## src/rtl/core/fuc_pkg.sv

```systemverilog
package fuc_pkg;

    // Frame marker and escape byte values
    localparam logic [7:0] HDR_BYTE     = 8'hFD;
    localparam logic [7:0] TRL_BYTE     = 8'hFF;
    localparam logic [7:0] ESC_BYTE     = 8'hFE;
    localparam logic [7:0] ESC_LIT_FE   = 8'hFC;
    localparam logic [7:0] ESC_LIT_FF   = 8'hFD;
    localparam logic [7:0] ESC_OFFSET   = 8'd2;

    // Default frame length limit
    localparam int MAX_FRAME_BYTES_DEF = 255;

    // Job queue between front and back; depth must be a power of two
    localparam int QUEUE_DEPTH = 4;
    localparam int QUEUE_PTR_W = $clog2(QUEUE_DEPTH);
    localparam int QUEUE_CNT_W = $clog2(QUEUE_DEPTH + 1);

    // Frame verdict codes
    typedef enum logic [1:0] {
        ST_OK          = 2'd0,
        ST_BAD_HEADER  = 2'd1,
        ST_BAD_TRAILER = 2'd2,
        ST_TOO_LONG    = 2'd3
    } status_t;

    // Result slots of one job, in emit order
    localparam int SLOT_D0   = 0;
    localparam int SLOT_D1   = 1;
    localparam int SLOT_STAT = 2;
    localparam int NUM_SLOTS = 3;

    // Work handed from front to back for one input transaction
    typedef struct packed {
        logic [NUM_SLOTS-1:0] mask;
        logic [7:0]           d0;
        logic [7:0]           d1;
        status_t              status;
        logic [7:0]           length;
    } job_t;

endpackage

```

## src/rtl/core/frame_unescape_check_top.sv

```systemverilog
// Byte-stuffing frame decoder and checker.
// Input channel: in_valid / in_stall with in_byte and frame_end; one raw
// byte per transaction, frame_end marking the last raw byte of a frame.
// Output channel: out_valid / out_stall with out_byte, is_status,
// frame_status, frame_length and run_last. Each input transaction gives
// zero to three result transactions: a header, held 0xFE or unescaped
// byte; the current byte; and, on frame_end, one status transaction;
// run_last marks the last of them. Results pass the job queue, then the
// output register. The front decodes one byte per cycle unless the queue
// is full; the back drains one result per cycle from a four-entry job
// queue unless stalled, so the sustained rate is one byte per cycle while
// each byte gives at most one result; a byte with several results holds
// the queue head until all are loaded. Reset clears the queue and
// out_valid and waits for a frame header. On a receiver stall the output
// register holds, the queue fills and in_stall rises at four waiting jobs.
module frame_unescape_check_top #(
    parameter int MAX_FRAME_BYTES = fuc_pkg::MAX_FRAME_BYTES_DEF
) (
    input  logic       clk,
    input  logic       rst_n,
    input  logic       in_valid,
    output logic       in_stall,
    input  logic [7:0] in_byte,
    input  logic       frame_end,
    output logic       out_valid,
    input  logic       out_stall,
    output logic [7:0] out_byte,
    output logic       is_status,
    output logic [1:0] frame_status,
    output logic [7:0] frame_length,
    output logic       run_last
);

    fuc_pkg::job_t push_job, head_job;
    logic          push, pop, full, not_empty;

    assign in_stall = full;

    fuc_front #(
        .MAX_FRAME_BYTES (MAX_FRAME_BYTES)
    ) u_front (
        .clk        (clk),
        .rst_n      (rst_n),
        .in_valid   (in_valid),
        .in_byte    (in_byte),
        .frame_end  (frame_end),
        .queue_full (full),
        .push       (push),
        .push_job   (push_job)
    );

    fuc_queue u_queue (
        .clk       (clk),
        .rst_n     (rst_n),
        .push      (push),
        .push_job  (push_job),
        .pop       (pop),
        .full      (full),
        .not_empty (not_empty),
        .head_job  (head_job)
    );

    fuc_back u_back (
        .clk          (clk),
        .rst_n        (rst_n),
        .not_empty    (not_empty),
        .head_job     (head_job),
        .pop          (pop),
        .out_valid    (out_valid),
        .out_stall    (out_stall),
        .out_byte     (out_byte),
        .is_status    (is_status),
        .frame_status (frame_status),
        .frame_length (frame_length),
        .run_last     (run_last)
    );

endmodule

```

## src/rtl/core/fuc_front.sv

```systemverilog
module fuc_front #(
    parameter int MAX_FRAME_BYTES = fuc_pkg::MAX_FRAME_BYTES_DEF
) (
    input  logic              clk,
    input  logic              rst_n,
    input  logic              in_valid,
    input  logic [7:0]        in_byte,
    input  logic              frame_end,
    input  logic              queue_full,
    output logic              push,
    output fuc_pkg::job_t     push_job
);

    localparam int         LEN_CAP_INT = (MAX_FRAME_BYTES < 255) ? MAX_FRAME_BYTES : 255;
    localparam logic [7:0] LEN_CAP     = LEN_CAP_INT[7:0];

    logic            accept;
    logic            start_reg, start_next;
    logic            esc_reg, esc_next;
    fuc_pkg::status_t err_reg, err_next;
    logic [7:0]      cnt_reg, cnt_next;
    fuc_pkg::job_t   job;

    assign accept   = in_valid && !queue_full;
    assign push     = accept && (job.mask != '0);
    assign push_job = job;

    // Per-byte decode: up to two data slots and a status slot
    always_comb
    begin
        logic want0, want1, consumed;
        logic [7:0] byte0, byte1;
        start_next = start_reg;
        esc_next   = esc_reg;
        err_next   = err_reg;
        cnt_next   = cnt_reg;
        want0      = 1'b0;
        want1      = 1'b0;
        consumed   = 1'b0;
        byte0      = '0;
        byte1      = in_byte;

        if (start_reg)
        begin
            start_next = 1'b0;
            esc_next   = 1'b0;
            err_next   = fuc_pkg::ST_OK;
            cnt_next   = '0;
            if (in_byte != fuc_pkg::HDR_BYTE)
                err_next = fuc_pkg::ST_BAD_HEADER;
            else
            begin
                want0 = 1'b1;
                byte0 = in_byte;
            end
        end
        else if (err_reg != fuc_pkg::ST_OK)
            esc_next = 1'b0;
        else if (esc_reg)
        begin
            // resolve the held escape byte
            esc_next = 1'b0;
            if (in_byte == fuc_pkg::ESC_LIT_FE || in_byte == fuc_pkg::ESC_LIT_FF)
            begin
                consumed = 1'b1;
                if (frame_end)
                    err_next = fuc_pkg::ST_BAD_TRAILER;
                else
                begin
                    want0 = 1'b1;
                    byte0 = in_byte + fuc_pkg::ESC_OFFSET;
                end
            end
            else
            begin
                want0 = 1'b1;
                byte0 = fuc_pkg::ESC_BYTE;
            end
        end

        // first data slot against the length limit
        if (want0)
        begin
            if (err_next != fuc_pkg::ST_OK)
                want0 = 1'b0;
            else if (cnt_next >= LEN_CAP)
            begin
                err_next = fuc_pkg::ST_TOO_LONG;
                esc_next = 1'b0;
                want0    = 1'b0;
            end
            else
                cnt_next = cnt_next + 8'd1;
        end

        if (start_reg)
        begin
            if (frame_end && err_next == fuc_pkg::ST_OK)
                err_next = fuc_pkg::ST_BAD_TRAILER;
        end
        else if (err_reg == fuc_pkg::ST_OK && !consumed && err_next == fuc_pkg::ST_OK)
        begin
            // current byte in the frame body or as trailer
            if (frame_end)
            begin
                if (in_byte != fuc_pkg::TRL_BYTE)
                    err_next = fuc_pkg::ST_BAD_TRAILER;
                else
                    want1 = 1'b1;
            end
            else if (in_byte == fuc_pkg::ESC_BYTE)
                esc_next = 1'b1;
            else
                want1 = 1'b1;
        end

        // second data slot against the length limit
        if (want1)
        begin
            if (cnt_next >= LEN_CAP)
            begin
                err_next = fuc_pkg::ST_TOO_LONG;
                esc_next = 1'b0;
                want1    = 1'b0;
            end
            else
                cnt_next = cnt_next + 8'd1;
        end

        job.mask                     = '0;
        job.mask[fuc_pkg::SLOT_D0]   = want0;
        job.mask[fuc_pkg::SLOT_D1]   = want1;
        job.mask[fuc_pkg::SLOT_STAT] = frame_end;
        job.d0                       = byte0;
        job.d1                       = byte1;
        job.status                   = err_next;
        job.length                   = cnt_next;

        // frame end returns to the idle frame state
        if (frame_end)
        begin
            start_next = 1'b1;
            esc_next   = 1'b0;
            err_next   = fuc_pkg::ST_OK;
            cnt_next   = '0;
        end
    end

    // Frame state registers
    always_ff @(posedge clk or negedge rst_n)
    begin
        if (!rst_n)
        begin
            start_reg <= 1'b1;
            esc_reg   <= 1'b0;
            err_reg   <= fuc_pkg::ST_OK;
            cnt_reg   <= '0;
        end
        else if (accept)
        begin
            start_reg <= start_next;
            esc_reg   <= esc_next;
            err_reg   <= err_next;
            cnt_reg   <= cnt_next;
        end
    end

endmodule

```

## src/rtl/core/fuc_queue.sv

```systemverilog
module fuc_queue (
    input  logic          clk,
    input  logic          rst_n,
    input  logic          push,
    input  fuc_pkg::job_t push_job,
    input  logic          pop,
    output logic          full,
    output logic          not_empty,
    output fuc_pkg::job_t head_job
);

    fuc_pkg::job_t                    mem [fuc_pkg::QUEUE_DEPTH];
    logic [fuc_pkg::QUEUE_PTR_W-1:0]  wr_ptr_reg, rd_ptr_reg;
    logic [fuc_pkg::QUEUE_CNT_W-1:0]  count_reg, count_next;

    assign full      = (count_reg == fuc_pkg::QUEUE_CNT_W'(fuc_pkg::QUEUE_DEPTH));
    assign not_empty = (count_reg != '0);
    assign head_job  = mem[rd_ptr_reg];

    // Occupancy update
    always_comb
    begin
        count_next = count_reg;
        if (push && !pop)
            count_next = count_reg + fuc_pkg::QUEUE_CNT_W'(1);
        else if (pop && !push)
            count_next = count_reg - fuc_pkg::QUEUE_CNT_W'(1);
    end

    // Pointers and count
    always_ff @(posedge clk or negedge rst_n)
    begin
        if (!rst_n)
        begin
            wr_ptr_reg <= '0;
            rd_ptr_reg <= '0;
            count_reg  <= '0;
        end
        else
        begin
            if (push)
                wr_ptr_reg <= wr_ptr_reg + fuc_pkg::QUEUE_PTR_W'(1);
            if (pop)
                rd_ptr_reg <= rd_ptr_reg + fuc_pkg::QUEUE_PTR_W'(1);
            count_reg <= count_next;
        end
    end

    // Job storage
    always_ff @(posedge clk)
    begin
        if (push)
            mem[wr_ptr_reg] <= push_job;
    end

endmodule

```

## src/rtl/core/fuc_back.sv

```systemverilog
module fuc_back (
    input  logic          clk,
    input  logic          rst_n,
    input  logic          not_empty,
    input  fuc_pkg::job_t head_job,
    output logic          pop,
    output logic          out_valid,
    input  logic          out_stall,
    output logic [7:0]    out_byte,
    output logic          is_status,
    output logic [1:0]    frame_status,
    output logic [7:0]    frame_length,
    output logic          run_last
);

    logic [fuc_pkg::NUM_SLOTS-1:0] done_reg, done_next;
    logic [fuc_pkg::NUM_SLOTS-1:0] remaining, sel;
    logic                          load, sel_last;
    logic                          valid_reg, valid_next;
    logic [7:0]                    byte_reg, byte_next;
    logic                          stat_reg, stat_next;
    fuc_pkg::status_t              code_reg, code_next;
    logic [7:0]                    len_reg, len_next;
    logic                          last_reg, last_next;

    assign remaining = head_job.mask & ~done_reg;
    assign load      = not_empty && (!valid_reg || !out_stall);
    assign sel       = remaining & (~remaining + fuc_pkg::NUM_SLOTS'(1));
    assign sel_last  = ((remaining & ~sel) == '0);
    assign pop       = load && sel_last;

    assign out_valid    = valid_reg;
    assign out_byte     = byte_reg;
    assign is_status    = stat_reg;
    assign frame_status = code_reg;
    assign frame_length = len_reg;
    assign run_last     = last_reg;

    // Pick the next slot of the head job for the output register
    always_comb
    begin
        done_next  = done_reg;
        valid_next = valid_reg;
        byte_next  = byte_reg;
        stat_next  = stat_reg;
        code_next  = code_reg;
        len_next   = len_reg;
        last_next  = last_reg;
        if (load)
        begin
            valid_next = 1'b1;
            last_next  = sel_last;
            byte_next  = '0;
            stat_next  = 1'b0;
            code_next  = fuc_pkg::ST_OK;
            len_next   = '0;
            if (sel[fuc_pkg::SLOT_D0])
                byte_next = head_job.d0;
            else if (sel[fuc_pkg::SLOT_D1])
                byte_next = head_job.d1;
            else
            begin
                stat_next = 1'b1;
                code_next = head_job.status;
                len_next  = head_job.length;
            end
            done_next = sel_last ? '0 : (done_reg | sel);
        end
        else if (!out_stall)
            valid_next = 1'b0;
    end

    // Control state
    always_ff @(posedge clk or negedge rst_n)
    begin
        if (!rst_n)
        begin
            done_reg  <= '0;
            valid_reg <= 1'b0;
        end
        else
        begin
            done_reg  <= done_next;
            valid_reg <= valid_next;
        end
    end

    // Output payload
    always_ff @(posedge clk)
    begin
        byte_reg <= byte_next;
        stat_reg <= stat_next;
        code_reg <= code_next;
        len_reg  <= len_next;
        last_reg <= last_next;
    end

endmodule
```

## config.mk

```make
export PLATFORM = sky130hd
export DESIGN_NAME = frame_unescape_check_top
export DESIGN_NICKNAME = d
export VERILOG_FILES = /design/src/rtl/core/fuc_pkg.sv /design/src/rtl/core/frame_unescape_check_top.sv /design/src/rtl/core/fuc_front.sv /design/src/rtl/core/fuc_queue.sv /design/src/rtl/core/fuc_back.sv
export SDC_FILE = /design/constraint.sdc
export NUM_CORES = 1
export LEC_CHECK = 0
export ABC_AREA = 1
export BUFFER_PORTS_ARGS = -buffer_cell sky130_fd_sc_hd__clkbuf_2
export CAP_MARGIN = 20
export CORE_AREA = 2 2 82 143
export DETAILED_ROUTE_END_ITERATION = 12
export DIE_AREA = 0 0 84 145
export MAX_ROUTING_LAYER = met4
export PLACE_DENSITY = 0.92
export REMOVE_ABC_BUFFERS = 1
export SKIP_LAST_GASP = 1
export SLEW_MARGIN = 20
export SYNTH_ARGS = -nofsm -noshare
export SYNTH_HDL_FRONTEND = slang
export SYNTH_SLANG_ARGS = --single-unit
```

## constraint.sdc

```tcl
create_clock -name clk -period 7.31 [get_ports clk]
set_input_delay 0 -clock clk [delete_from_list [all_inputs] [get_ports clk]]
set_output_delay 0 -clock clk [all_outputs]
set_load 0.005 [all_outputs]
```

== Word-level counts from Yosys, hierarchy flattened ==
Memories as Yosys holds them, arrays and structs flattened.
Index checks and enable logic that the tools add are counted.

* Bits in registers: 43
* RAM bits: 116
* Memories kept: 1
* Input bits: 13
* Output and inout port bits: 22
* Logic and storage cells: 132

* Multiplexer cells: 67
* Add/sub/neg operators: 8
* Magnitude comparators: 2
* Eq/ne operators: 7
* Bitwise operators: 7
* Reductions and logical operators: 26

{| class="wikitable"
|+ Memories
! memory !! words !! bits a word !! rd ports !! clocked after Yosys merged registers in !! write ports !! line !! source
|-
| u_queue.mem || 4 || 29 || 1 || 0 || 1 || fuc_queue.sv:12 || <nowiki>fuc_pkg::job_t mem [fuc_pkg::QUEUE_DEPTH];</nowiki>
|}

{| class="wikitable"
|+ Operators with widths
! operator !! count
|-
| $mux W8 || 15
|-
| $mux W1 || 33
|-
| $mux W2 || 16
|-
| $eq A8 B8 Y1 const B || 3
|-
| $add A8 B1 Y8 const B || 2
|-
| $ge A8 B8 Y1 const B || 2
|-
| $ne A8 B8 Y1 const B || 2
|-
| $and A3 B3 Y3 || 3
|-
| $logic_and A1 B1 Y1 || 9
|-
| $mux W3 || 3
|-
| $not A3 Y3 || 3
|-
| $add A8 B2 Y8 const B || 1
|-
| $add A3 B1 Y3 const B || 2
|-
| $logic_not A1 Y1 || 6
|-
| $reduce_bool A2 Y1 || 3
|-
| $reduce_bool A3 Y1 || 2
|-
| $add A2 B1 Y2 const B || 2
|-
| $logic_not A2 Y1 || 2
|-
| $eq A3 B3 Y1 const B || 1
|-
| $logic_not A3 Y1 || 1
|-
| $or A3 B3 Y3 || 1
|-
| $sub A3 B1 Y3 const B || 1
|-
| $logic_or A1 B1 Y1 || 2
|-
| $ne A2 B1 Y1 const B || 1
|-
| $reduce_or A2 Y1 || 1
|}

== Logic depth before layout (Yosys ltp) ==
Gate-level depths: netlist of run 1.

* Depth after elaboration: 20
* Gate-level depth with buffers: 26
* Depth with buffers taken out: 25

== Modules after synthesis ==
From an unflattened synthesis of run 1, not the netlist that was laid out.

* Cell total of the unflattened synthesis: 738
* Area total of the unflattened synthesis: 7852.5 µm²

{| class="wikitable"
|+ By module, submodules not included
! module !! cells each !! area an instance (µm²) !! sequential area each (µm²) !! times used
|-
| fuc_queue || 387 || 5102.4 || 3658.5 || 1
|-
| fuc_front || 251 || 1676.6 || 301.5 || 1
|-
| fuc_back || 100 || 1073.5 || 700.7 || 1
|}

== Worst setup path before layout of run 1 ==
Ideal clock, no wire load.

* Path type: flip-flop to flip-flop
* From: register u_front.start_reg
* To: memory u_queue.mem[0][0] (netlist bit), enable pin
* Arrival time: 3.475 ns
* Cell stages (with the launch flop): 19
* Path buffers: 1
* Setup time: 0.415 ns
* Setup slack: 3.420 ns
* Cell sequence: dfstp_2 -> buf_6 -> nor2_1 -> ha_1 -> nand2_1 -> nor2_2 -> nand2_2 -> nand2_4 -> o21ai_0 -> nand2_1 -> inv_1 -> ha_1 -> nand3_1 -> nor2_4 -> nand2_4 -> nand2_4 -> nand2_4 -> nand2_4 -> nor2_1

* Word-level cells in the longest chain between the ends: 14
* Elaborated cells between the ends (all ways): 29

{| class="wikitable"
|+ Ends and longest elaborated chain
! item !! line !! source
|-
| from (decl) || fuc_front.sv:18 || <nowiki>logic start_reg, start_next;</nowiki>
|-
| from (signal assigned) || fuc_front.sv:161 || <nowiki>start_reg <= start_next;</nowiki>
|-
| parallel branches: the longest is 10 deep, another holds $add A8 B1 Y8 || - ||
|-
| $reduce_bool A3 Y1 (*) || fuc_front.sv:25 || <nowiki>assign push = accept && (job.mask != '0);</nowiki>
|-
| $logic_and A1 B1 Y1 (*) || fuc_front.sv:25 ||
|-
| $mux W1 (*) || fuc_queue.sv:52 || <nowiki>if (push)</nowiki>
|-
| $mux W1 (implied by the code) (*) || fuc_queue.sv:53 || <nowiki>mem[wr_ptr_reg] <= push_job;</nowiki>
|-
| to (decl) || fuc_queue.sv:12 ||
|}

Every way passes the cells marked *.

== Worst setup path after layout of run 1 ==
* From: register u_queue.rd_ptr_reg[0] (netlist bit)
* To: register u_queue.count_reg[2] (netlist bit)

* Word-level cells in the longest chain between the ends: 12
* Elaborated cells between the ends (all ways): 14

{| class="wikitable"
|+ Ends and longest elaborated chain
! item !! line !! source
|-
| from (decl) || fuc_queue.sv:13 || <nowiki>logic [fuc_pkg::QUEUE_PTR_W-1:0] wr_ptr_reg, rd_ptr_reg;</nowiki>
|-
| from (signal assigned) || fuc_queue.sv:44 || <nowiki>rd_ptr_reg <= rd_ptr_reg + fuc_pkg::QUEUE_PTR_W'(1);</nowiki>
|-
| $mem_v2 Z4 W29 (*) || - ||
|-
| $and A3 B3 Y3 (*) || fuc_back.sv:26 || <nowiki>assign remaining = head_job.mask & ~done_reg;</nowiki>
|-
| $not A3 Y3 || fuc_back.sv:28 || <nowiki>assign sel = remaining & (~remaining + fuc_pkg::NUM_SLOTS'(1));</nowiki>
|-
| $add A3 B1 Y3 || fuc_back.sv:28 ||
|-
| $and A3 B3 Y3 || fuc_back.sv:28 ||
|-
| $not A3 Y3 || fuc_back.sv:29 || <nowiki>assign sel_last = ((remaining & ~sel) == '0);</nowiki>
|-
| $and A3 B3 Y3 (*) || fuc_back.sv:29 ||
|-
| $logic_not A3 Y1 (*) || fuc_back.sv:29 ||
|-
| named net u_back.sel_last || fuc_back.sv:18 || <nowiki>logic load, sel_last;</nowiki>
|-
| $logic_and A1 B1 Y1 (*) || fuc_back.sv:30 || <nowiki>assign pop = load && sel_last;</nowiki>
|-
| $logic_not A1 Y1 || fuc_queue.sv:24 || <nowiki>if (push && !pop)</nowiki>
|-
| $logic_and A1 B1 Y1 || fuc_queue.sv:24 ||
|-
| $mux W3 / $reduce_bool A2 Y1 (equally long branches) || - ||
|-
| to (signal assigned) || fuc_queue.sv:45 || <nowiki>count_reg <= count_next;</nowiki>
|-
| to (decl) || fuc_queue.sv:14 || <nowiki>logic [fuc_pkg::QUEUE_CNT_W-1:0] count_reg, count_next;</nowiki>
|}

The timed path passes the listed nets; every way through them passes the cells marked *.
A chain may end at the register's enable or synchronous reset.

==> out/results.ini, run 1 <==
[outcome]
outcome = completed

[synth]
synth.most_common_cell = edfxtp_1
post_synth_most_frequent_cells = 136 x edfxtp_1, 106 x nor2_1, 82 x nand2_1
synth_ff_type = edfxtp_1
yosysTopAreaCell = edfxtp_1
synth-edff-count = 136
number_of_distinct_library_cells_after_synthesis = 46
netlist_instances = 635
yosysWarnings = 0
post_synth_instance_area_um2 = 7100
netlist_top_cells_area = edfxtp_1 58%, dfrtp_1 7.8%, nor2_1 5.6%
synth_seq_area_share_pct = 65.6
yosys.area.top_type_share_pct = 57.5
synth-async-reset-ratio_pct = 14.5
avgSynthCellArea_um2 = 11.2
synth-seq-cells = 159

[die]
die-area_um2 = 12200
initial_utilization_pct = 64.3
ios = 35
core_region_area_um2 = 11000
fp.dieW_um = 84
std_cell_rows = 51
overall_die_height_um = 145

[drt]
drt_wl_total_mm = 16.9
ant_nets = 0
1st_pass_router_iterations = 6
drt-initial-drc-count = 872
vias_per_cell = 6.35
via_count = 5268
routedWlPerCell_um = 20.4
route.detailed.drc = 0

[global_route]
globalRoute.totalOverflow = 0
first_global_vias = 5350
grt_max_degree = 60
grt_first_pass_wirelength_mm = 27.0
gr-usage-all-layers_pct = 29.8
antenna_found_initial = 0

[timing]
hold_slack_ps = 44.2
max_slew_margin_pct = 30.8
rsz_0062_raised_after_global_routing = false
timing.final.setup_violations = 0
fin_skew_ps = 10.3
worst-slew-pin-transition_ps = 1040
setup-tns-final_ps = 0
drv_slew = 0
timing.final.crit_share_pct = 62.3
time_the_worst_path_needs_with_i_o_delays_and_setup_ps = 4550
fmaxAchievable_mhz = 220
finalHoldViolCount = 0

[setup_path]
arrival_ps = 4860
crit-reg2reg-launch = u_queue.rd_ptr_reg[0]
worstRegToRegCells = 16
r2r_setup_slack_ps = 2760
critPathMaxFanout = 34
crit_top_cell = nand2_1
critPathLaunchType = flip-flop
path_cells = inv_1 -> buf_4 -> nand2_1 -> nand3_1 -> nand2_1 -> nor2_1 -> inv_1 -> nand2_1 -> o21ai_0 -> nand2_1 -> ha_1 -> inv_1 -> fa_1 -> a21oi_1 -> o21ai_0 -> xor2_1
critPathRequiredTime_ps = 7620
classification_of_the_worst_setup_path = reg2reg
critical-path-max-stage-delay_ps = 570
cp-end-kind = flip-flop
r2r-end = u_queue.count_reg[2]
worst_path_max_delay_cell = nor2_1

[layout]
area_growth_syn_to_layout_pct = 13.5
largest_register_ffs = 116
insertedDiodeCount = 0
multi_input_comb_area_um2 = 2150
drive_gt1_share_pct = 17.4
final_cell_area_um2 = 8060
fill_cells = 610
final_net_count = 706
seqCellArea_um2 = 4660
largest-register = u_queue.mem

[place]
placement.cell_area_um2 = 7400
port-buffer-count = 34
post-dp-hpwl_mm = 10.5
place.gp.congestion = 0.907

[clocking]
root_buffer = clkbuf_16
clockBufferDepth = 2
post_cts_buffers = 0
tritoncts.num_buffers = 17
clock_tree.htree_level_count = 4
cts_clock_pin_slew_for_the_worst_setup_and_hold_paths_ps = 60
cts_tree = done
clock_latency_at_the_later_pin_of_the_worst_skew_pair_ps = 440
cts_sinks = 159

[run]
drv_cap = 0

[worst_hold_path]
end_point_of_the_worst_hold_path = u_queue.wr_ptr_reg[1]
hp-class = in2reg
worstHoldStart = in_valid
hold_depth = 5

[power]
peak_supply_drop_uv = 345
power_density_nw_per_um2 = 379
p_leak_nw = 3.16

[timing repair]
action,CTS,global route
setup endpoints to repair,0,0
hold buffers,11,0
endpoints found under the hold margin,60,0
resized for setup,0,0
[placed cells by master, fill, tap and decap left out, types with 3 or more instances in the layout]
master / n
nand3_2: 5
clkbuf_16: 17
nor2_4: 5
o21ai_0: 63
nor3_1: 3
dfrtp_1: 22
a21oi_1: 18
clkbuf_2: 34
ha_1: 8
dlygate4sd3_1: 11
nand4_1: 5
o22ai_1: 18
nand2_2: 8
a22o_1: 8
edfxtp_1: 136
inv_2: 4
nand2_4: 8
clkinvlp_4: 3
nor2_1: 102
and2_1: 3
buf_4: 8
xor2_1: 4
inv_6: 5
nand3_1: 35
nor2_2: 9
nand2_1: 82
inv_1: 41
inv_8: 3
[per-layer routing]
layer  share of wire (%)  track usage, %
met1                  33            32.6
met2                  54            50.4
met3                 7.7            5.57
met4                 5.3            16.9
met5                   0               -
[power breakdown]
group | total [W] | switching [W] | leakage [nW] | internal (W)
logic | 0.000957 | 0.000663 | 1.31 | 0.000294
registers | 0.00127 | 0.0000709 | 1.58 | 0.00120
clock network | 0.000826 | 0.000380 | 0.264 | 0.000446
total | 0.00306 | 0.00111 | 3.16 | 0.00194
[area by class of cell]
| type | instances | area share [%] |
|---|---|---|
| clock inverter | 14 | 1.52 |
| timing repair buffer | 53 | 4.22 |
| tap | 132 | 2.05 |
| sequential | 159 | 57.8 |
| inverter | 49 | 2.34 |
| multi-input combinational | 404 | 26.7 |
| clock buffer | 18 | 5.33 |
[logic make-up after synthesis]
kind of cell	Yosys count	synth area share, %
AND/OR/NAND/NOR	272	18.4
flip-flops	159	65.6
AO/OA/AOI/OAI	117	9.32
buffers and inverters	72	4.19
adder cells (fa/ha/maj)	9	1.69
XOR/XNOR	5	0.617
multiplexers	1	0.159
[per-stage QoR]
| stage | utilization, % | setup slack, ps | total power (W) | instances |
|---|---|---|---|---|
| floorplan | - | 3280 | 0.00185 | 612 |
| global placement | 67.0 | 3300 | 0.00212 | 786 |
| detailed placement | 67.0 | 3050 | 0.00219 | 786 |
| CTS | 73.0 | 2920 | 0.00304 | 829 |
| global route | 73.0 | 2330 | 0.00320 | 829 |
| finish | 73.0 | 2760 | 0.00306 | 829 |
[how the worst max path moves through the flow]
stage,start,endpoint,cells after the start
floorplan,u_queue.rd_ptr_reg[0],u_queue.count_reg[2],15
global route,u_queue.rd_ptr_reg[0],u_queue.count_reg[2],16
CTS,u_queue.rd_ptr_reg[0],u_queue.count_reg[2],16
finish,u_queue.rd_ptr_reg[0],u_queue.count_reg[2],16
global placement,u_queue.rd_ptr_reg[0],u_queue.count_reg[2],16
detailed placement,u_queue.rd_ptr_reg[0],u_queue.count_reg[2],16
[critical path, delay by kind of cell, from the launching register on]
kind | cells | cell delay [ps]
buffers and inverters | 4 | 1280
adders and majority gates | 2 | 560
AOI/OAI and AO/OA | 3 | 530
xor gates and xnor gates | 1 | 150
DFF | 1 | 390
and+or+nand+nor | 6 | 1520
Note: power is estimated with default switching activity, not from simulation.
==> inputs of run 2 (changes only) <==
--- a/config.mk
+++ b/config.mk
@@ -8,11 +8,11 @@
 export ABC_AREA = 1
 export BUFFER_PORTS_ARGS = -buffer_cell sky130_fd_sc_hd__clkbuf_2
 export CAP_MARGIN = 20
-export CORE_AREA = 2 2 82 143
+export CORE_AREA = 2 2 85 148
 export DETAILED_ROUTE_END_ITERATION = 12
-export DIE_AREA = 0 0 84 145
+export DIE_AREA = 0 0 87 150
 export MAX_ROUTING_LAYER = met4
-export PLACE_DENSITY = 0.92
+export PLACE_DENSITY = 0.87
 export REMOVE_ABC_BUFFERS = 1
 export SKIP_LAST_GASP = 1
 export SLEW_MARGIN = 20
==> constraint.sdc (replaced) <==
create_clock -name clk -period 4.2 [get_ports clk]
set_input_delay 0 -clock clk [delete_from_list [all_inputs] [get_ports clk]]
set_output_delay 0 -clock clk [all_outputs]
set_load 0.005 [all_outputs]
==> run 2 against run 1 <==
First-iteration DRC count down 53%. Critical path depth grew 6. Maximum frequency increased by 22%. Sequential cell count unchanged. Routed wire length decreased by 2.2%. Via count is 3.2% lower. Register-to-register slack lost 2300 ps. Die area up 7.1%. Power is 79% higher. Clock skew down 0.59 ps. Count of clock-buffer cells in the layout is the same. Critical path type unchanged. Largest cell class unchanged. Highest routed layer unchanged.
==> out/results.ini, run 2 (synthesis results as in run 1) <==
[timing]
worst-slew-pin-transition_ps = 1040  ; about the same
post-route-worst-setup-slack_ps = 479  ; was 2760 ps
timing.final.crit_share_pct = 88.6  ; was 62.3%
fin_skew_ps = 9.75  ; was 10.3 ps
drv_slew = 0  ; unchanged
max_slew_margin_pct = 30.6  ; was 30.8%
fmaxAchievable_mhz = 269  ; was 220 MHz
time_the_worst_path_needs_with_i_o_delays_and_setup_ps = 3720  ; was 4550 ps
timing.final.setup_violations = 0  ; unchanged
setup-tns-final_ps = 0  ; unchanged
finalHoldViolCount = 0  ; unchanged
rsz_0062_raised_after_global_routing = false  ; unchanged

[die]
ios = 35  ; unchanged
std_cell_rows = 53  ; was 51
overall_die_height_um = 150  ; was 145 µm
initial_utilization_pct = 59.8  ; was 64.3%
fp.dieW_um = 87  ; was 84 µm
die-area_um2 = 13100  ; was 12,200 µm²
core_region_area_um2 = 11900  ; was 11,000 µm²

[drt]
ant_nets = 0  ; unchanged
via_count = 5098  ; was 5,268
1st_pass_router_iterations = 5  ; was 6
drt_wl_total_mm = 16.6  ; was 16.9 mm
vias_per_cell = 6.08  ; was 6.35
route.detailed.drc = 0  ; unchanged
drt-initial-drc-count = 411  ; was 872
routedWlPerCell_um = 19.8  ; was 20.4 µm

[setup_path]
worst_path_max_delay_cell = dfstp_2  ; was nor2_1
path_cells = nor2_1 -> ha_1 -> nand2_1 -> nor2_2 -> nand2_2 -> nand2_4 -> inv_4 -> nand2_1 -> nand2_1 -> inv_1 -> ha_1 -> nand3_1 -> nor2_4 -> nand2_4 -> nand2_4 -> nand2_4 -> nand2_4 -> inv_1 -> ha_1 -> inv_1 -> fa_1 -> mux2_2  ; was inv_1 -> buf_4 -> nand2_1 -> nand3_1 -> nand2_1 -> nor2_1 -> inv_1 -> nand2_1 -> o21ai_0 -> nand2_1 -> ha_1 -> inv_1 -> fa_1 -> a21oi_1 -> o21ai_0 -> xor2_1
critPathRequiredTime_ps = 4510  ; was 7620 ps
cp-end-kind = flip-flop  ; unchanged
arrival_ps = 4030  ; was 4860 ps
crit_top_cell = nand2_4  ; was nand2_1
cpLargestDelayFamily = simple AND/OR/NAND/NOR gates  ; unchanged
critPathMaxFanout = 10  ; was 34
cp.buffers_inverters = 4  ; unchanged
critical-path-max-stage-delay_ps = 440  ; was 570 ps
classification_of_the_worst_setup_path = reg2reg  ; unchanged
critPathLaunchType = flip-flop  ; unchanged

[global_route]
globalRoute.totalOverflow = 0  ; unchanged
first_global_vias = 5104  ; was 5,350
grt_first_pass_wirelength_mm = 25.5  ; was 27.0 mm
antenna_found_initial = 0  ; unchanged
gr-usage-all-layers_pct = 26.9  ; was 29.8%
grt_max_degree = 53  ; was 60

[layout]
multi_input_comb_area_um2 = 2150  ; unchanged
largest_register_ffs = 116  ; unchanged
area_growth_syn_to_layout_pct = 15.0  ; was 13.5%
largest-register = u_queue.mem  ; unchanged
final_common_cell = edfxtp_1  ; unchanged
final_net_count = 710  ; was 706
fill_cells = 786  ; was 610
insertedDiodeCount = 0  ; unchanged
seqCellArea_um2 = 4660  ; unchanged
drive_gt1_share_pct = 17.8  ; was 17.4%
layout_common_cells = 136 x edfxtp_1, 102 x nor2_1, 82 x nand2_1  ; unchanged

[power]
power_density_nw_per_um2 = 671  ; was 379 nW/µm²
p_leak_nw = 3.21  ; was 3.16 nW
peak_supply_drop_uv = 350  ; was 345 µV

[place]
port-buffer-count = 34  ; unchanged
post-dp-hpwl_mm = 10.2  ; was 10.5 mm
place.gp.congestion = 0.854  ; was 0.907
placement.setup.worst_slack_ps = 482  ; was 3050 ps

[clocking]
cts_sinks = 159  ; unchanged
post_cts_resize_count = 0  ; unchanged
root_buffer = clkbuf_16  ; unchanged
clock_latency_at_the_later_pin_of_the_worst_skew_pair_ps = 420  ; was 440 ps
cts_tree = done  ; unchanged
post_cts_hold_buffer_count = 11  ; unchanged
tritoncts.num_buffers = 17  ; unchanged
clock_tree.htree_level_count = 4  ; unchanged
clockBufferDepth = 2  ; unchanged
post_cts_buffers = 0  ; unchanged
cts_clock_pin_slew_for_the_worst_setup_and_hold_paths_ps = 70  ; was 60 ps

[outcome]
outcome = completed  ; unchanged

[worst_hold_path]
hp-class = in2reg  ; unchanged

[run]
drv_cap = 0  ; unchanged

==> run 2: power breakdown <==
part | leakage [nW] | internal [W] | switching (W) | total [W]
clock | 0.302 | 0.000958 | 0.000649 | 0.00161
sequential | 1.58 | 0.00209 | 0.000139 | 0.00223
combinational | 1.33 | 0.000532 | 0.00111 | 0.00164
==> run 2: worst paths after layout <==
kind,from,endpoint,slack (ps),depth (start not counted)
min in group asynchronous,rst_n,u_front.cnt_reg[4],150,2
max in group asynchronous,rst_n,u_queue.count_reg[2],3610,2
worst min-delay path,in_valid,u_queue.wr_ptr_reg[0],80,6
worst min register to register,u_front.cnt_reg[4],u_front.cnt_reg[4],490,2
worst max-delay path,u_front.start_reg,u_queue.count_reg[1],480,22
worst max register to register,u_front.start_reg,u_queue.count_reg[1],480,22
==> run 2: layer usage <==
layer  track usage, %  wire length [µm]
met5                -                 0
met2             47.8              9340
met4             14.0               580
met3             4.80               883
met1             27.7              5760
==> run 2: through the flow <==
| step | cell area (µm²) | hold WS [ps] | total power, W | util [%] | cells |
|---|---|---|---|---|---|
| floorplan | 6990 | -296 | 0.00322 | - | 612 |
| global placement | 7430 | 55.9 | 0.00373 | 62.6 | 795 |
| detailed placement | 7430 | 63.8 | 0.00383 | 62.6 | 795 |
| CTS | 8170 | 66.0 | 0.00546 | 68.8 | 838 |
| global route | 8170 | 110 | 0.00572 | 68.8 | 838 |
| finish | 8170 | 79.1 | 0.00548 | 68.8 | 838 |
==> run 2: area by class of cell <==
cell class	instances	area share (%)
sequential	159	57.1
timing repair buffer	57	4.54
inverter	49	2.31
clock inverter	14	2.36
multi-input combinational	404	26.4
tap	137	2.10
clock buffer	18	5.26
==> run 2: worst min-delay path, stage by stage <==
cell	delay, ps
clkbuf_2	80
inv_1	40
nor2_1	30
buf_4	170
nand3_1	90
nand2_1	50
==> inputs of run 3 (changes only) <==
--- a/config.mk
+++ b/config.mk
@@ -8,14 +8,15 @@
 export ABC_AREA = 1
 export BUFFER_PORTS_ARGS = -buffer_cell sky130_fd_sc_hd__clkbuf_2
 export CAP_MARGIN = 20
-export CORE_AREA = 2 2 85 148
+export CORE_AREA = 2 2 89 154
 export DETAILED_ROUTE_END_ITERATION = 12
-export DIE_AREA = 0 0 87 150
+export DIE_AREA = 0 0 91 156
 export MAX_ROUTING_LAYER = met4
-export PLACE_DENSITY = 0.87
+export PLACE_DENSITY = 0.88
 export REMOVE_ABC_BUFFERS = 1
 export SKIP_LAST_GASP = 1
 export SLEW_MARGIN = 20
 export SYNTH_ARGS = -nofsm -noshare
 export SYNTH_HDL_FRONTEND = slang
+export SYNTH_HIERARCHICAL = 1
 export SYNTH_SLANG_ARGS = --single-unit
==> run 3 against run 2 <==
Synthesized cell count is 16% higher. Global-route usage shrank 2.3 points. Worst hold slack improved by 37 ps. Combinational power up 6%. Routed wire length shrank 1.9%. Register-to-register slack improved by 180 ps.
==> out/results.ini, run 3 <==
[synth]
synth-seq-cells = 159  ; unchanged
synth-async-reset-ratio_pct = 14.5  ; unchanged
avgSynthCellArea_um2 = 10.6  ; was 11.2 µm²
yosysTopAreaCell = edfxtp_1  ; unchanged
yosysWarnings = 6  ; was 0
yosys.area.top_type_share_pct = 52.0  ; was 57.5%
post_synth_instance_area_um2 = 7850  ; was 7100 µm²
yosys.area_share.adder_pct = 1.53  ; was 1.69%
synth-edff-count = 136  ; unchanged
post_synth_and_or_nand_nor_area_fraction_pct = 20.2  ; was 18.4%
share_of_the_synthesized_area_in_compound_gates_ao_oa_aoi_oai_pct = 9.03  ; was 9.32%
netlist_instances = 738  ; was 635
number_of_distinct_library_cells_after_synthesis = 45  ; was 46
post_synth_xor_area_fraction_pct = 0.558  ; was 0.617%
dominant_combinational_cell_family_by_area_after_synthesis = simple AND/OR/NAND/NOR gates  ; unchanged
post_synth_most_frequent_cells = 200 x nand2_1, 136 x edfxtp_1, 118 x inv_1  ; was 136 x edfxtp_1, 106 x nor2_1, 82 x nand2_1
synth_seq_area_share_pct = 59.4  ; was 65.6%
synth.most_common_cell = nand2_1  ; was edfxtp_1
synth_ff_type = edfxtp_1  ; unchanged
netlist_top_cells_area = edfxtp_1 52%, nand2_1 9.6%, dfrtp_1 7.0%  ; was edfxtp_1 58%, dfrtp_1 7.8%, nor2_1 5.6%
synthMuxAreaShare_pct = 0  ; was 0.159%

[outcome]
outcome = completed  ; unchanged

[layout]
final_common_cell = nand2_1  ; was edfxtp_1
final_net_count = 798  ; was 710
area_growth_syn_to_layout_pct = 10.9  ; was 15.0%
largest-register = u_queue/mem  ; was u_queue.mem
layout_common_cells = 200 x nand2_1, 136 x edfxtp_1, 118 x inv_1  ; was 136 x edfxtp_1, 102 x nor2_1, 82 x nand2_1
drive_gt1_share_pct = 20.0  ; was 17.8%
largest_register_ffs = 116  ; unchanged
insertedDiodeCount = 0  ; unchanged
fill_cells = 917  ; was 786

[timing]
timing.final.setup_violations = 0  ; unchanged
finalHoldViolCount = 0  ; unchanged
time_the_worst_path_needs_with_i_o_delays_and_setup_ps = 3540  ; was 3720 ps
rsz_0062_raised_after_global_routing = false  ; unchanged
max_slew_margin_pct = 42.4  ; was 30.6%
drv_slew = 0  ; unchanged
worst-slew-pin-transition_ps = 861  ; was 1040 ps
timing.final.crit_share_pct = 84.2  ; was 88.6%
hold_slack_ps = 116  ; was 79.1 ps
fin_skew_ps = 11.1  ; was 9.75 ps
setup-tns-final_ps = 0  ; unchanged
fmaxAchievable_mhz = 283  ; was 269 MHz

[worst_hold_path]
hp-class = in2async  ; was in2reg

[clocking]
tritoncts.num_buffers = 17  ; unchanged
clock_latency_at_the_later_pin_of_the_worst_skew_pair_ps = 430  ; was 420 ps
root_buffer = clkbuf_16  ; unchanged
clock_tree.htree_level_count = 4  ; unchanged
cts_tree = done  ; unchanged
post_cts_buffers = 0  ; unchanged
post_cts_hold_buffer_count = 12  ; was 11
clockBufferDepth = 2  ; unchanged
post_cts_resize_count = 0  ; unchanged
cts_clock_pin_slew_for_the_worst_setup_and_hold_paths_ps = 60  ; was 70 ps
cts_sinks = 159  ; unchanged

[setup_path]
cp-end-kind = flip-flop  ; unchanged
crit_path_start = u_front/start_reg  ; was u_front.start_reg
classification_of_the_worst_setup_path = reg2reg  ; unchanged
crit-reg2reg-launch = u_front/start_reg  ; was u_front.start_reg
arrival_ps = 3850  ; was 4030 ps
critPathRequiredTime_ps = 4510  ; about the same
critPathMaxFanout = 14  ; was 10
critPathLaunchType = flip-flop  ; unchanged

[die]
initial_utilization_pct = 60.7  ; was 59.8%
core_region_area_um2 = 12900  ; was 11,900 µm²
ios = 35  ; unchanged
fp.dieW_um = 91  ; was 87 µm
overall_die_height_um = 156  ; was 150 µm
die-area_um2 = 14200  ; was 13,100 µm²
std_cell_rows = 55  ; was 53

[power]
peak_supply_drop_uv = 415  ; was 350 µV
p_leak_nw = 3.77  ; was 3.21 nW
power_density_nw_per_um2 = 628  ; was 671 nW/µm²
design_power_total_w = 0.00547  ; was 0.00548 W

[global_route]
gr-usage-all-layers_pct = 24.7  ; was 26.9%
first_global_vias = 5303  ; was 5,104
grt_first_pass_wirelength_mm = 25.8  ; was 25.5 mm
globalRoute.totalOverflow = 0  ; unchanged
antenna_found_initial = 0  ; unchanged
grt_max_degree = 64  ; was 53

[place]
post-dp-hpwl_mm = 10.3  ; was 10.2 mm
place.gp.congestion = 0.971  ; was 0.854
port-buffer-count = 34  ; unchanged

[drt]
drt-initial-drc-count = 466  ; was 411
drt_wl_total_mm = 16.3  ; was 16.6 mm
routedWlPerCell_um = 16.9  ; was 19.8 µm
vias_per_cell = 5.53  ; was 6.08
1st_pass_router_iterations = 6  ; was 5
via_count = 5313  ; was 5,098
route.detailed.drc = 0  ; unchanged
ant_nets = 0  ; unchanged

[run]
drv_cap = 0  ; unchanged

[run 3: changes by cell type in the layout (fill, tap and decap cells not counted), moves of 17 or more]
| cell | previous run | this run |
|---|---|---|
| nand2_1 | 82 | 200 |
| nor2_1 | 102 | 24 |
| inv_1 | 41 | 118 |
| o21ai_0 | 63 | 6 |
| o211ai_1 | 0 | 39 |
| o211ai_2 | 0 | 20 |
| o22ai_1 | 18 | 1 |
[run 3: cell families after synthesis]
group	Yosys count
AND/OR/NAND/NOR	318
buffers and inverters	161
flip-flops	159
AO/OA/AOI/OAI	86
adder cells (fa/ha/maj)	9
XOR/XNOR	5
[run 3: path summary, 6_finish.rpt]
check	end	cells past startpoint	slack (ps)
max	u_queue/count_reg[2]	20	660
min	u_front/cnt_reg[7]	2	120
max reg2reg	u_queue/count_reg[2]	20	660
min reg2reg	u_queue/count_reg[2]	2	470
max in group asynchronous	u_queue/rd_ptr_reg[0]	2	3610
min in group clk	u_queue/mem[1][16]	2	360
[run 3: metal layers]
layer / vias to the layer above / routed length [µm] / GRT usage (%)
li1: 2519 / - / -
met1: 2527 / 5840 / 25.2
met2: 204 / 8930 / 43.5
met3: 63 / 712 / 4.59
met4: 0 / 772 / 14.9
met5: - / 0 / -
[run 3: area by class of cell]
cell class                      count  area (µm²)  area share [%]
Sequential cell                   159        4660            53.5
Multi-Input combinational cell    418        2460            28.2
Inverter                          124         468            5.37
Clock buffer                       21         450            5.17
Timing Repair Buffer               56         365            4.19
Tap cell                          171         214            2.46
Clock inverter                     11        92.6            1.06
[run 3: power breakdown]
part	switching [W]	internal [W]	total, W
registers	0.000209	0.00210	0.00231
clock network	0.000594	0.000826	0.00142
logic	0.00116	0.000581	0.00174
total	0.00196	0.00350	0.00547
[run 3: worst max-delay path, cell delays in order, from the launching register on]
cell	delay, ps
dfstp_2	720
nor2_1	120
ha_1	270
nand3_4	160
nand2_4	80
nand2_1	90
nand2_1	90
ha_1	230
nand3_1	130
nor2_4	70
nand3_4	120
nand2_4	80
a31oi_1	170
buf_4	200
ha_1	180
inv_1	70
fa_1	380
nand2_1	100
nand3_1	70
nand2_1	60
nand2_1	40
[run 3: stage by stage]
stage / worst slack [ps] / util (%) / cell area (µm²) / std cells
after floorplan: -210 / - / 7580 / 701
after global placement: 836 / 62.2 / 8050 / 916
after detailed placement: 712 / 62.2 / 8050 / 916
after CTS: 698 / 67.3 / 8710 / 960
after global routing: 473 / 67.3 / 8710 / 960
final: 663 / 67.3 / 8710 / 960
